==> src/pcg_pkg.sv <==
// pcg_pkg: shared types and constants for the peak compressor gain unit
// no dependencies; used by pcg_mul and peak_compressor_gain_unit
`default_nettype none
package pcg_pkg;

	localparam int SampleW = 24;
	localparam int NumCh = 8;
	localparam int MaxChannels = 8;
	localparam int ChIdxW = 3;
	localparam int MulW = 32;
	localparam int ProdW = 64;
	localparam int LogW = 21;
	localparam int GainW = 24;
	localparam int ExpW = 31;
	localparam int FracBits = 16;

	localparam logic [23:0] OneQ23 = 24'h800000;
	localparam logic [23:0] MaxPosQ23 = 24'h7FFFFF;

	typedef logic [2:0] cfg_index_t;
	localparam cfg_index_t RegThreshold = 3'd0;
	localparam cfg_index_t RegSlope = 3'd1;
	localparam cfg_index_t RegAttack = 3'd2;
	localparam cfg_index_t RegRelease = 3'd3;
	localparam cfg_index_t RegMakeup = 3'd4;
	localparam cfg_index_t RegChCount = 3'd5;

	typedef logic [FracBits-1:0][ExpW-1:0] exp_tab_t;

	// entry k ~ 2^(-2^-(k+1)) in Q1.30, built by repeated integer square roots
	function automatic exp_tab_t build_exp_tab();
		logic [63:0] c;
		logic [63:0] n;
		logic [63:0] res;
		logic [63:0] bt;
		exp_tab_t t;
		int k;
		int i;
		c = 64'd1 << 29;
		for (k = 0; k < FracBits; k++) begin
			n = c << 30;
			res = '0;
			bt = 64'd1 << 62;
			for (i = 0; i < 32; i++) begin
				if (n >= res + bt) begin
					n = n - (res + bt);
					res = (res >> 1) + bt;
				end else begin
					res = res >> 1;
				end
				bt = bt >> 2;
			end
			c = res;
			t[k] = c[ExpW-1:0];
		end
		return t;
	endfunction

endpackage
`default_nettype wire

==> src/peak_compressor_gain_unit.sv <==
// peak_compressor_gain_unit: feed-forward peak compressor, one frame per word
// depends on pcg_pkg and pcg_mul (the one shared multiplier)
//
//  channel   direction  handshake              payload
//  in        input      in_valid / in_ready    in_ch0..in_ch7
//  out       output     out_valid / out_ready  out_ch0..out_ch7, gain_applied
//  cfg       input      cfg_we                 cfg_index, cfg_data
//
// after acceptance a frame runs the peak steps, one per channel, the envelope
// multiply and update, then the scaling of each channel and the load of the output.
// above the threshold the gain path runs before the scaling: the normalize shifts
// of envelope and threshold (up to 45 together), two log2 evaluations (normalize
// plus 16 squarings each), the slope multiply, 16 exp2 steps and the makeup multiply.
// in_ready is high only while idle; a finished word waits in the output
// register, so the next frame is taken while out_ready is low.
// arst_n clears the envelope and control state and sets config registers to defaults.
`default_nettype none
module peak_compressor_gain_unit (
	input  wire logic               clk,
	input  wire logic               arst_n,
	input  wire logic               in_valid,
	output logic                    in_ready,
	input  wire logic signed [23:0] in_ch0,
	input  wire logic signed [23:0] in_ch1,
	input  wire logic signed [23:0] in_ch2,
	input  wire logic signed [23:0] in_ch3,
	input  wire logic signed [23:0] in_ch4,
	input  wire logic signed [23:0] in_ch5,
	input  wire logic signed [23:0] in_ch6,
	input  wire logic signed [23:0] in_ch7,
	output logic                    out_valid,
	input  wire logic               out_ready,
	output logic signed [23:0]      out_ch0,
	output logic signed [23:0]      out_ch1,
	output logic signed [23:0]      out_ch2,
	output logic signed [23:0]      out_ch3,
	output logic signed [23:0]      out_ch4,
	output logic signed [23:0]      out_ch5,
	output logic signed [23:0]      out_ch6,
	output logic signed [23:0]      out_ch7,
	output logic [23:0]             gain_applied,
	input  wire logic               cfg_we,
	input  wire logic [2:0]         cfg_index,
	input  wire logic [23:0]        cfg_data
);

	typedef enum logic [15:0] {
		ST_IDLE      = 16'h0001,
		ST_PEAK      = 16'h0002,
		ST_ENV_MUL   = 16'h0004,
		ST_ENV_UPD   = 16'h0008,
		ST_NORM      = 16'h0010,
		ST_SQ_MUL    = 16'h0020,
		ST_SQ_UPD    = 16'h0040,
		ST_SLOPE_MUL = 16'h0080,
		ST_SLOPE_UPD = 16'h0100,
		ST_EXP_MUL   = 16'h0200,
		ST_EXP_UPD   = 16'h0400,
		ST_GAIN_MUL  = 16'h0800,
		ST_GAIN_UPD  = 16'h1000,
		ST_SCL_MUL   = 16'h2000,
		ST_SCL_UPD   = 16'h4000,
		ST_DONE      = 16'h8000
	} state_t;

	localparam pcg_pkg::exp_tab_t ExpTab = pcg_pkg::build_exp_tab();

	state_t state_q;

	// configuration registers
	logic [22:0] thr_q;
	logic [15:0] slope_q;
	logic [23:0] attack_q;
	logic [23:0] release_q;
	logic [23:0] makeup_q;
	logic [3:0]  cnt_cfg_q;

	// working registers
	logic signed [23:0] smp_q [pcg_pkg::NumCh];
	logic signed [23:0] res_q [pcg_pkg::NumCh];
	logic [23:0] peak_q;
	logic [23:0] env_q;
	logic        dir_q;
	logic [23:0] m_q;
	logic [4:0]  e_q;
	logic [pcg_pkg::LogW-1:0] lg_q;
	logic [pcg_pkg::LogW-1:0] lg_env_q;
	logic        log_sel_q;
	logic [pcg_pkg::LogW-1:0] dlog_q;
	logic [3:0]  it_q;
	logic [5:0]  n_q;
	logic [15:0] f_q;
	logic [pcg_pkg::ExpW-1:0] g_q;
	logic [pcg_pkg::GainW-1:0] gain_q;
	logic [pcg_pkg::ChIdxW-1:0] ch_q;

	// output register
	logic signed [23:0] out_q [pcg_pkg::NumCh];
	logic [23:0] gain_out_q;
	logic        out_valid_q;

	logic [pcg_pkg::MulW-1:0]  mul_a;
	logic [pcg_pkg::MulW-1:0]  mul_b;
	logic [pcg_pkg::ProdW-1:0] prod_q;

	logic [3:0]  cnt_c;
	logic [23:0] mag_c;
	logic [23:0] coef_c;
	logic [23:0] diff_c;
	logic [15:0] slp_c;
	logic [23:0] thr_c;
	logic [23:0] step_c;
	logic [23:0] env_nxt;
	logic [24:0] sq_c;
	logic [pcg_pkg::LogW-1:0] lg_nxt;
	logic [23:0] m_nxt;
	logic [pcg_pkg::ExpW-1:0] g_mul;
	logic [pcg_pkg::ProdW-1:0] rnd_gain;
	logic [pcg_pkg::ProdW-1:0] rnd_scl;
	logic [pcg_pkg::ProdW-1:0] rnd_env;
	logic [32:0] sc_c;
	logic signed [23:0] scl_c;
	logic        out_load;
	logic signed [23:0] in_arr [pcg_pkg::NumCh];

	assign in_arr[0] = in_ch0;
	assign in_arr[1] = in_ch1;
	assign in_arr[2] = in_ch2;
	assign in_arr[3] = in_ch3;
	assign in_arr[4] = in_ch4;
	assign in_arr[5] = in_ch5;
	assign in_arr[6] = in_ch6;
	assign in_arr[7] = in_ch7;

	assign in_ready = (state_q == ST_IDLE);
	assign out_load = (state_q == ST_DONE) && (!out_valid_q || out_ready);

	// clamp channel count, threshold, slope and coefficient
	always_comb begin
		priority if (cnt_cfg_q == 4'd0) begin
			cnt_c = 4'd1;
		end else if (cnt_cfg_q > 4'(pcg_pkg::MaxChannels)) begin
			cnt_c = 4'(pcg_pkg::MaxChannels);
		end else begin
			cnt_c = cnt_cfg_q;
		end
		thr_c = (thr_q == '0) ? 24'd1 : {1'b0, thr_q};
		slp_c = (slope_q > 16'h8000) ? 16'h8000 : slope_q;
		coef_c = (peak_q > env_q) ? attack_q : release_q;
		if (coef_c > pcg_pkg::OneQ23) begin
			coef_c = pcg_pkg::OneQ23;
		end
		diff_c = (peak_q >= env_q) ? (peak_q - env_q) : (env_q - peak_q);
	end

	// magnitude of the addressed sample
	assign mag_c = smp_q[ch_q][23] ? (~smp_q[ch_q] + 24'd1) : smp_q[ch_q];

	// envelope step, rounded half away from zero
	assign rnd_env = prod_q + (64'd1 << 22);
	assign step_c = rnd_env[46:23];
	assign env_nxt = dir_q ? (env_q + step_c) : (env_q - step_c);

	// log2 squaring step
	assign sq_c = prod_q[47:23];
	always_comb begin
		lg_nxt = lg_q;
		if (sq_c[24]) begin
			m_nxt = sq_c[24:1];
			lg_nxt[~it_q] = 1'b1;
		end else begin
			m_nxt = sq_c[23:0];
		end
	end

	// exp2 step: keep the product only for a set fraction bit
	assign g_mul = f_q[~it_q] ? prod_q[60:30] : g_q;

	assign rnd_gain = prod_q + (64'd1 << 29);
	assign rnd_scl = prod_q + (64'd1 << 15);
	assign sc_c = rnd_scl[48:16];

	// saturate scaled magnitude with the sample's sign
	always_comb begin
		if (smp_q[ch_q][23]) begin
			scl_c = (sc_c > {9'd0, pcg_pkg::OneQ23}) ? pcg_pkg::OneQ23 : (~sc_c[23:0] + 24'd1);
		end else begin
			scl_c = (sc_c > {9'd0, pcg_pkg::MaxPosQ23}) ? pcg_pkg::MaxPosQ23 : sc_c[23:0];
		end
	end

	// operand select for the shared multiplier
	always_comb begin
		mul_a = '0;
		mul_b = '0;
		unique case (state_q)
			ST_ENV_MUL: begin
				mul_a = {8'd0, diff_c};
				mul_b = {8'd0, coef_c};
			end
			ST_SQ_MUL: begin
				mul_a = {8'd0, m_q};
				mul_b = {8'd0, m_q};
			end
			ST_SLOPE_MUL: begin
				mul_a = {11'd0, dlog_q};
				mul_b = {16'd0, slp_c};
			end
			ST_EXP_MUL: begin
				mul_a = {1'b0, g_q};
				mul_b = {1'b0, ExpTab[it_q]};
			end
			ST_GAIN_MUL: begin
				mul_a = {8'd0, makeup_q};
				mul_b = {1'b0, g_q};
			end
			ST_SCL_MUL: begin
				mul_a = {8'd0, mag_c};
				mul_b = {8'd0, gain_q};
			end
			default: begin
				mul_a = '0;
				mul_b = '0;
			end
		endcase
	end

	pcg_mul u_mul (
		.clk    (clk),
		.a      (mul_a),
		.b      (mul_b),
		.prod_q (prod_q)
	);

	// configuration writes
	always_ff @(posedge clk or negedge arst_n) begin
		if (!arst_n) begin
			thr_q <= 23'h7FFFFF;
			slope_q <= '0;
			attack_q <= pcg_pkg::OneQ23;
			release_q <= pcg_pkg::OneQ23;
			makeup_q <= 24'd65536;
			cnt_cfg_q <= 4'd2;
		end else if (cfg_we) begin
			unique case (cfg_index)
				pcg_pkg::RegThreshold: thr_q <= cfg_data[22:0];
				pcg_pkg::RegSlope: slope_q <= cfg_data[15:0];
				pcg_pkg::RegAttack: attack_q <= cfg_data;
				pcg_pkg::RegRelease: release_q <= cfg_data;
				pcg_pkg::RegMakeup: makeup_q <= cfg_data;
				pcg_pkg::RegChCount: cnt_cfg_q <= cfg_data[3:0];
				default: ;
			endcase
		end
	end

	// sequencer control state
	always_ff @(posedge clk or negedge arst_n) begin
		if (!arst_n) begin
			state_q <= ST_IDLE;
			env_q <= '0;
			out_valid_q <= 1'b0;
			ch_q <= '0;
			it_q <= '0;
			log_sel_q <= 1'b0;
		end else begin
			if (out_load) begin
				out_valid_q <= 1'b1;
			end else if (out_ready) begin
				out_valid_q <= 1'b0;
			end
			unique case (state_q)
				ST_IDLE: begin
					if (in_valid) begin
						ch_q <= '0;
						state_q <= ST_PEAK;
					end
				end
				ST_PEAK: begin
					ch_q <= ch_q + 3'd1;
					if (ch_q == 3'(pcg_pkg::NumCh - 1)) begin
						state_q <= ST_ENV_MUL;
					end
				end
				ST_ENV_MUL: state_q <= ST_ENV_UPD;
				ST_ENV_UPD: begin
					env_q <= env_nxt;
					log_sel_q <= 1'b0;
					ch_q <= '0;
					state_q <= (env_nxt > thr_c) ? ST_NORM : ST_SCL_MUL;
				end
				ST_NORM: begin
					if (m_q[23]) begin
						it_q <= '0;
						state_q <= ST_SQ_MUL;
					end
				end
				ST_SQ_MUL: state_q <= ST_SQ_UPD;
				ST_SQ_UPD: begin
					it_q <= it_q + 4'd1;
					if (it_q == 4'd15) begin
						if (!log_sel_q) begin
							log_sel_q <= 1'b1;
							state_q <= ST_NORM;
						end else begin
							state_q <= ST_SLOPE_MUL;
						end
					end else begin
						state_q <= ST_SQ_MUL;
					end
				end
				ST_SLOPE_MUL: state_q <= ST_SLOPE_UPD;
				ST_SLOPE_UPD: begin
					it_q <= '0;
					state_q <= ST_EXP_MUL;
				end
				ST_EXP_MUL: state_q <= ST_EXP_UPD;
				ST_EXP_UPD: begin
					it_q <= it_q + 4'd1;
					state_q <= (it_q == 4'd15) ? ST_GAIN_MUL : ST_EXP_MUL;
				end
				ST_GAIN_MUL: state_q <= ST_GAIN_UPD;
				ST_GAIN_UPD: begin
					ch_q <= '0;
					state_q <= ST_SCL_MUL;
				end
				ST_SCL_MUL: state_q <= ST_SCL_UPD;
				ST_SCL_UPD: begin
					ch_q <= ch_q + 3'd1;
					state_q <= (ch_q == 3'(pcg_pkg::NumCh - 1)) ? ST_DONE : ST_SCL_MUL;
				end
				ST_DONE: begin
					if (out_load) begin
						state_q <= ST_IDLE;
					end
				end
				default: state_q <= ST_IDLE;
			endcase
		end
	end

	// datapath registers
	always_ff @(posedge clk) begin
		unique case (state_q)
			ST_IDLE: begin
				peak_q <= '0;
				for (int i = 0; i < pcg_pkg::NumCh; i++) begin
					smp_q[i] <= (4'(i) < cnt_c) ? in_arr[i] : '0;
				end
			end
			ST_PEAK: begin
				if (mag_c > peak_q) begin
					peak_q <= mag_c;
				end
			end
			ST_ENV_MUL: dir_q <= (peak_q >= env_q);
			ST_ENV_UPD: begin
				m_q <= env_nxt;
				e_q <= 5'd23;
				gain_q <= makeup_q;
			end
			ST_NORM: begin
				if (m_q[23]) begin
					lg_q <= {e_q, 16'd0};
				end else begin
					m_q <= m_q << 1;
					e_q <= e_q - 5'd1;
				end
			end
			ST_SQ_UPD: begin
				// after the envelope's last squaring, load the threshold
				if (it_q == 4'd15 && !log_sel_q) begin
					lg_env_q <= lg_nxt;
					m_q <= thr_c;
					e_q <= 5'd23;
				end else begin
					m_q <= m_nxt;
					lg_q <= lg_nxt;
					if (it_q == 4'd15) begin
						dlog_q <= lg_env_q - lg_nxt;
					end
				end
			end
			ST_SLOPE_UPD: begin
				n_q <= prod_q[36:31];
				f_q <= prod_q[30:15];
				g_q <= 31'h40000000;
			end
			ST_EXP_UPD: begin
				if (it_q == 4'd15) begin
					g_q <= (n_q >= 6'd31) ? '0 : (g_mul >> n_q);
				end else begin
					g_q <= g_mul;
				end
			end
			ST_GAIN_UPD: gain_q <= rnd_gain[53:30];
			ST_SCL_UPD: res_q[ch_q] <= scl_c;
			default: ;
		endcase
		if (out_load) begin
			for (int i = 0; i < pcg_pkg::NumCh; i++) begin
				out_q[i] <= res_q[i];
			end
			gain_out_q <= gain_q;
		end
	end

	assign out_valid = out_valid_q;
	assign out_ch0 = out_q[0];
	assign out_ch1 = out_q[1];
	assign out_ch2 = out_q[2];
	assign out_ch3 = out_q[3];
	assign out_ch4 = out_q[4];
	assign out_ch5 = out_q[5];
	assign out_ch6 = out_q[6];
	assign out_ch7 = out_q[7];
	assign gain_applied = gain_out_q;

endmodule
`default_nettype wire

==> src/pcg_mul.sv <==
// pcg_mul: shared 32x32 unsigned multiplier with registered product
// depends on pcg_pkg for widths
`default_nettype none
module pcg_mul (
	input  wire logic                      clk,
	input  wire logic [pcg_pkg::MulW-1:0]  a,
	input  wire logic [pcg_pkg::MulW-1:0]  b,
	output logic [pcg_pkg::ProdW-1:0]      prod_q
);

	// one product per cycle, registered before use
	always_ff @(posedge clk) begin
		prod_q <= a * b;
	end

endmodule
`default_nettype wire
==> config.mk <==
export PLATFORM = sky130hd
export DESIGN_NAME = peak_compressor_gain_unit
export DESIGN_NICKNAME = d
export VERILOG_FILES = /design/src/pcg_pkg.sv /design/src/peak_compressor_gain_unit.sv /design/src/pcg_mul.sv
export SDC_FILE = /design/constraint.sdc
export NUM_CORES = 2
export LEC_CHECK = 0
export ABC_AREA = 1
export ABC_CLOCK_PERIOD_IN_PS = 11850
export CAP_MARGIN = 10
export CORE_AREA = 2 2 298 595
export CTS_BUF_LIST = sky130_fd_sc_hd__clkbuf_8
export CTS_CLUSTER_SIZE = 12
export DETAILED_ROUTE_END_ITERATION = 8
export DIE_AREA = 0 0 300 597
export DONT_BUFFER_PORTS = 1
export PLACE_DENSITY = 0.6
export SLEW_MARGIN = 30
export SYNTH_ARGS = -nofsm -noshare
export SYNTH_HDL_FRONTEND = slang
export SYNTH_SLANG_ARGS = --single-unit
==> constraint.sdc <==
create_clock -name clk -period 11.85 [get_ports clk]
set_clock_uncertainty 0.1 [all_clocks]
set_input_delay 1.185 -clock clk [delete_from_list [all_inputs] [get_ports clk]]
set_output_delay 1.185 -clock clk [all_outputs]
set_load 0.005 [all_outputs]
[Word-level counts from Yosys, hierarchy flattened]
Memory sizes are Yosys's and may differ from the RTL's.
Cells that the tools add are included.
Operators by class
  eq/ne operators: 32
  mux-type cells: 69
  reductions and logical operators: 37
  shift-type cells: 1
  multipliers: 1
  add/sub/neg operators: 13
  bitwise gates (word level): 5
  $lt $le $gt $ge: 22
Operators by type and width (count)
  two-way mux 24 bit: 20
  case mux 31 bit (6 select lines): 2
  case mux 16 bit (16 select lines): 1
  two-way mux 31 bit: 4
  two-way mux 16 bit: 7
  case mux 24 bit (2 select lines): 2
  case mux 24 bit (3 select lines): 1
  subtractor 24 bit: 3
  two-way mux 21 bit: 3
  case mux 31 bit (2 select lines): 1
  multiplier 31 x 31 -> 61 bit: 1
  adder 54 x 30 -> 54 bit (second input constant): 1
  adder 49 x 16 -> 49 bit (second input constant): 1
  adder 24 x 1 -> 24 bit (second input constant): 2
  > comparator 24 bit: 2
  inverter 24 bit: 2
  adder 47 x 23 -> 47 bit (second input constant): 1
  case mux 21 bit (2 select lines): 1
  > comparator 33 x 23 -> 1 bit (second input constant): 1
  > comparator 33 x 24 -> 1 bit (second input constant): 1
  >> shifter 31 x 6 -> 31 bit: 1
  adder 24 bit: 1
  greater-or-equal comparator 24 bit: 1
  > comparator 24 x 23 -> 1 bit: 1
  other kinds (64): 119
Storage, ports and cells
  register bits: 443
  memory bits (read-only): 496
  logic and storage cells: 210
  output and inout bits: 218
  input port bits: 224
  RAM bits: 576
  memories: 4
Memory list
  (name not given): depth 16, width 31, rd ports 1, clocked after memory_dff 0, wr ports 0, RTL line peak_compressor_gain_unit.sv:211  | mul_b = {1'b0, ExpTab[it_q]};
  out_q: depth 8, width 24, rd ports 8, clocked after memory_dff 0, wr ports 8, RTL line peak_compressor_gain_unit.sv:98  | logic signed [23:0] out_q [pcg_pkg::NumCh];
  res_q: depth 8, width 24, rd ports 8, clocked after memory_dff 0, wr ports 1, RTL line peak_compressor_gain_unit.sv:80  | logic signed [23:0] res_q [pcg_pkg::NumCh];
  smp_q: depth 8, width 24, rd ports 1, clocked after memory_dff 0, wr ports 8, RTL line peak_compressor_gain_unit.sv:79  | logic signed [23:0] smp_q [pcg_pkg::NumCh];

[Longest topological paths before layout]
  word-level depth: 9
  mapped depth: 56
  depth with buffers taken out: 54

[Cells and area by module]
A second synthesis with hierarchy kept.
Unflattened totals
  cells, all modules: 10660
  area, all modules: 87988.1 um^2
By module, submodules not included
  peak_compressor_gain_unit: area an instance 50444.6 um^2, seq. area each 27981.8 um^2, times used 1, cells an instance 5578
  pcg_mul: area an instance 37543.5 um^2, seq. area each 1281.2 um^2, times used 1, cells an instance 5082

[Worst setup path before layout]
Ideal clock, no wire load.
  path kind: register to register
  start point: register state_q[3]
  end point: register gain_out_q[0] (netlist: gain_applied[0]), enable pin
  setup slack: 814 ps
  setup time: 795 ps
  cell stages (with the launch flop): 8
  path buffers: 0
  period minus slack after synthesis: 11036 ps
  data required time: 10955 ps
  arrival time: 10140 ps
  path through: dfrtp_1 -> nor2_1 -> nand2_1 -> nor2_1 -> nand2_1 -> inv_1 -> nand2_1 -> nor2_1
On the way
  longest elaborated chain between the ends: 2
RTL lines
  from (decl): RTL line peak_compressor_gain_unit.sv:68  | state_t state_q;
  from (signal assigned): RTL line peak_compressor_gain_unit.sv:290  | state_q <= (env_nxt > thr_c) ? ST_NORM : ST_SCL_MUL;
  from (signal assigned): RTL line peak_compressor_gain_unit.sv:320  | state_q <= (it_q == 4'd15) ? ST_GAIN_MUL : ST_EXP_MUL;
  from (signal assigned): RTL line peak_compressor_gain_unit.sv:330  | state_q <= (ch_q == 3'(pcg_pkg::NumCh - 1)) ? ST_DONE : ST_SCL_MUL;
  == test 16 bit: RTL line peak_compressor_gain_unit.sv:136  | assign out_load = (state_q == ST_DONE) && (!out_valid_q || out_ready);
  logical AND 1 bit: RTL line peak_compressor_gain_unit.sv:136
  named net out_load: RTL line peak_compressor_gain_unit.sv:123  | logic out_load;
  to (signal assigned): RTL line peak_compressor_gain_unit.sv:404  | gain_out_q <= gain_q;
  to (decl): RTL line peak_compressor_gain_unit.sv:99  | logic [23:0] gain_out_q;
The timed path passes the listed nets, and every way through them passes these cells.
A chain may end at the register's enable or synchronous reset.

[Worst setup path after layout]
  start point: register ch_q[2] (netlist name)
  end point: register u_mul.prod_q[53] (netlist name)
On the way
  longest elaborated chain between the ends: 6
RTL lines
  from (decl): RTL line peak_compressor_gain_unit.sv:95  | logic [pcg_pkg::ChIdxW-1:0] ch_q;
  from (signal assigned): RTL line peak_compressor_gain_unit.sv:280  | ch_q <= ch_q + 3'd1;
  from (signal assigned): RTL line peak_compressor_gain_unit.sv:329  | ch_q <= ch_q + 3'd1;
  memory (8 x 24 bit) (*)
  inverter 24 bit: RTL line peak_compressor_gain_unit.sv:157  | assign mag_c = smp_q[ch_q][23] ? (~smp_q[ch_q] + 24'd1) : smp_q[ch_q];
  adder 24 x 1 -> 24 bit: RTL line peak_compressor_gain_unit.sv:157
  two-way mux 24 bit (*): RTL line peak_compressor_gain_unit.sv:157
  case mux 31 bit (6 select lines) (*): RTL line peak_compressor_gain_unit.sv:196  | unique case (state_q)
  multiplier 31 x 31 -> 61 bit (*): RTL line pcg_mul.sv:13  | prod_q <= a * b;
  to (signal assigned): RTL line pcg_mul.sv:13
  to (decl): RTL line pcg_mul.sv:8  | output logic [pcg_pkg::ProdW-1:0] prod_q
Mark *: on every way between the ends. The rest lies on a longest branch, timed or not.

==> qor.yml <==
synth_edf_count: 794
die-area_sq_um: 179100
grt_util_all_layers_pct: 36.43
ys_types: 81
io_buffers: 0
hp-class: "in2async"
busiest_layer: "met2"
grt_overflow_total: 0
syn_inst: 8828
stdcell_count: 11550
postSynthAreaPerCell_sq_um: 9.048
clk_latency_ns: 0.92
synthDominantCellAreaShare_pct: 29.85
vias: 64290
pwr-share-clk_pct: 26.7
clk_path_buf_depth: 4
final-hold-violation-count: 0
antenna_found_initial: 14
cts_sinks: 1004
final_nets: 10590
maxSlewHeadroom_pct: 22.35
ys_seq_area_share_pct: 36.18
worst_pin_slew_ns: 1.157
period_share_pct: 95.84
synthFlopType: "edfxtp_1"
grt_max_degree: 137
timing.fmax_mhz: 88.05
cp-end-kind: "flop"
power.share.combinational_pct: 30.2
synth-seq-cells: 1004
die_w_um: 300
synthTopCellsByArea: "edfxtp_1 (30%), fa_1 (21%), inv_1 (8.5%)"
vdd_drop_max_mv: 0.3030
critPathSlowestCell: "fa_1"
seqPwrFrac_pct: 43.1
start_kind: "flop"
yosysTopAreaCell: "edfxtp_1"
rows: 217
dr.first_iter.drc_count: 4756
critPathMostFrequentCell: "fa_1"
grt_pass1_vias: 68750
via_per_inst: 5.569
grt_setup_unrepaired: "false"
total_power_uw: 10740
p_leak_uw: 0.03999
finalSetupViolations: 0
placed_cells: 11270
cp_max_fo: 22
regArea_sq_um: 28900
synthArstFlopShare_pct: 16.33
netSwitchingFraction_pct: 37.44
core_region_area_sq_um: 174300
gp_congestion: 1.081
worstPathArrival_ns: 12.09
syn_area_sq_um: 79880
r2r_cells: 41
wirelength_um: 323800
drive_above_1_share_pct: 9.250
intPower_uw: 6720
multi_input_area_sq_um: 42840
tritoncts: "built"
criticalPathCategory: "reg2reg"
grt_pass1_wl_um: 462100
grt_use_met2_pct: 65.83
syn_to_final_growth_pct: 10.78
start_util_pct: 45.82
cts_max_level: 4
final_max_slew_viol_count: 0
met1_usage_pct: 32.44
wl_per_cell_um: 28.04
crit_required_ns: 12.58
io_pins: 442
first_pass_iters: 6
dpl.hpwl_um: 267200
fin_util_pct: 50.77
power.density_nw_per_um2: 121.4
p_switching_uw: 4021
cts-root-buf: "clkbuf_8"
postRouteAntennaNets: 0
yosys_warnings: 0
maxCapViolations: 0
final.setup.tns_ns: 0
fillers: 16700
clkTransAtPathRegs_ns: 0.07
drc: 0
outcome: "completed"
slowest_delay_ns: 0.57
die_h_um: 597
fin_crit_ns: 11.36
numCtsBuffers: 155
gr-usage-met3_pct: 5.975
-- cell usage in the layout (no fill, tap or decap), types with 11 or more instances in the layout --
| cell type | count |
|---|---|
| a31oi_1 | 46 |
| nor2_2 | 11 |
| buf_12 | 26 |
| nor2_1 | 967 |
| a211oi_1 | 17 |
| or2_2 | 21 |
| a221oi_1 | 48 |
| edfxtp_1 | 794 |
| nor4_1 | 21 |
| a22oi_1 | 24 |
| o22ai_1 | 28 |
| o21bai_1 | 11 |
| xnor2_1 | 39 |
| inv_2 | 34 |
| clkinv_1 | 38 |
| o211ai_1 | 34 |
| o21a_1 | 20 |
| a22o_1 | 20 |
| ha_1 | 398 |
| xor2_1 | 147 |
| inv_1 | 1842 |
| dfrtp_1 | 136 |
| o21ai_0 | 505 |
| clkbuf_8 | 163 |
| nor2_4 | 13 |
| dfxtp_1 | 46 |
| nand2_1 | 1671 |
| nand4_1 | 55 |
| nand3_1 | 143 |
| o221ai_1 | 16 |
| clkinv_2 | 17 |
| nor3_1 | 56 |
| nand2_2 | 12 |
| buf_4 | 443 |
| mux2i_1 | 14 |
| a21oi_1 | 298 |
| o21ai_1 | 27 |
| dfstp_2 | 28 |
| fa_1 | 839 |
| diode_2 | 14 |
-- metal layers --
metal | wire length [um] | vias to the layer above | share of wire (%)
li1 | - | 28300 | -
met4 | 44190 | 8 | 14
met3 | 18630 | 1409 | 5.8
met5 | 61 | - | 0.019
met1 | 93310 | 31480 | 29
met2 | 167600 | 3096 | 52
-- final cells by class --
cell class	instances	area share [%]
diodes	14	0.03959
flip-flops and latches	1004	32.66
well taps	2299	3.251
clock buffers	163	2.535
clock inverters	99	0.6900
inverters	1853	7.870
repair buffers	477	4.539
multi-input cells	5636	48.41
-- final timing paths --
kind                       slack (ns)          from                to
min in group clk                 0.27     in_ch0[0]       smp_q[0][0]
max reg2reg                      0.49       ch_q[2]  u_mul.prod_q[53]
max                              0.49       ch_q[2]  u_mul.prod_q[53]
min reg2reg                      0.31  res_q[4][20]      out_q[1][20]
min                              0.05        arst_n          thr_q[5]
max in group asynchronous       10.69        arst_n          env_q[4]
-- cells by family (layout without fill, tap and decap cells) --
logic type / count (synthesis) / after routing / share of synthesized area [%]
AO/OA/AOI/OAI: 1191 / 1191 / 8.838
XOR/XNOR: 189 / 189 / 2.072
adder cells (fa/ha/maj): 1237 / 1237 / 27.26
buffers and inverters: 2192 / 2592 / 10.53
flip-flops: 1004 / 1004 / 36.18
multiplexers: 15 / 15 / 0.1895
other: 2 / 20 / 0.009402
AND/OR/NAND/NOR: 2998 / 2998 / 14.91
-- stage by stage --
stage	cell area, sq um	setup WS [ns]	hold WS (ns)
5_1_grt	88460	0.005291	0.02540
2_1_floorplan	79890	0.8144	0.3003
3_3_place_gp	85340	0.03925	0.3007
6_report	88490	0.4925	0.05377
4_1_cts	88400	0.1487	0.004292
3_5_place_dp	85500	-0.02604	0.3045
-- sequential cells by signal, summed over array words and instances (netlist names), 21 cells and up --
name and flops:
attack_q 24, dlog_q 21, env_q 24, g_q 31, gain_applied 24, gain_q 24
lg_env_q 21, lg_q 21, m_q 24, makeup_q 24, out_q 192, peak_q 24
release_q 24, res_q 192, smp_q 192, thr_q 23, u_mul.prod_q 46
-- cell usage after synthesis, drive strengths merged (4+ instances only) --
cell,instances
and3,4
o211ai,34
o2111ai,9
nor2,991
a21o,6
clkinv,22
a22oi,25
dfstp,28
inv,1831
a211oi,17
xor2,150
xnor2,39
a221oi,54
nor3,62
a21boi,9
dfrtp,136
buf,109
a31oi,57
mux2i,14
o21bai,12
o21ai,541
o31ai,11
o22ai,29
nand2,1684
a2111oi,9
a21oi,299
o221ai,16
nand3,147
edfxtp,794
nor4,25
o21a,20
ha,398
nand4,55
o2bb2ai,7
clkbuf,230
a22o,20
fa,839
or2,21
dfxtp,46
-- power groups by stage --
stage                     combinational (uW)  clock [uW]  sequential [uW]
after floorplan                         1990           0             4660
after global placement                  3150           0             4680
after detailed placement                3170           0             4700
after CTS                               3200        2920             4620
after global routing                    3510        3040             4660
final                                   3240        2870             4630
-- worst max-delay path: cells and delay by family (launching register included) --
kind | cells | cell delay, ns
fa+ha+maj | 9 | 4.44
buf+inv | 10 | 1.41
xor+xnor | 2 | 0.56
compound gates | 4 | 1.31
simple gates | 16 | 2.90
flops | 1 | 0.50
-- repair_timing --
item                                   in CTS  in global routing
setup endpoints to repair                   2                 21
setup buffers                               0                  0
endpoints found under the hold margin     136                  0
cloned                                      0                  0
resized for setup                           2                  8
hold buffers                                2                  0
No activity file was read; power rests on OpenSTA's default activity.
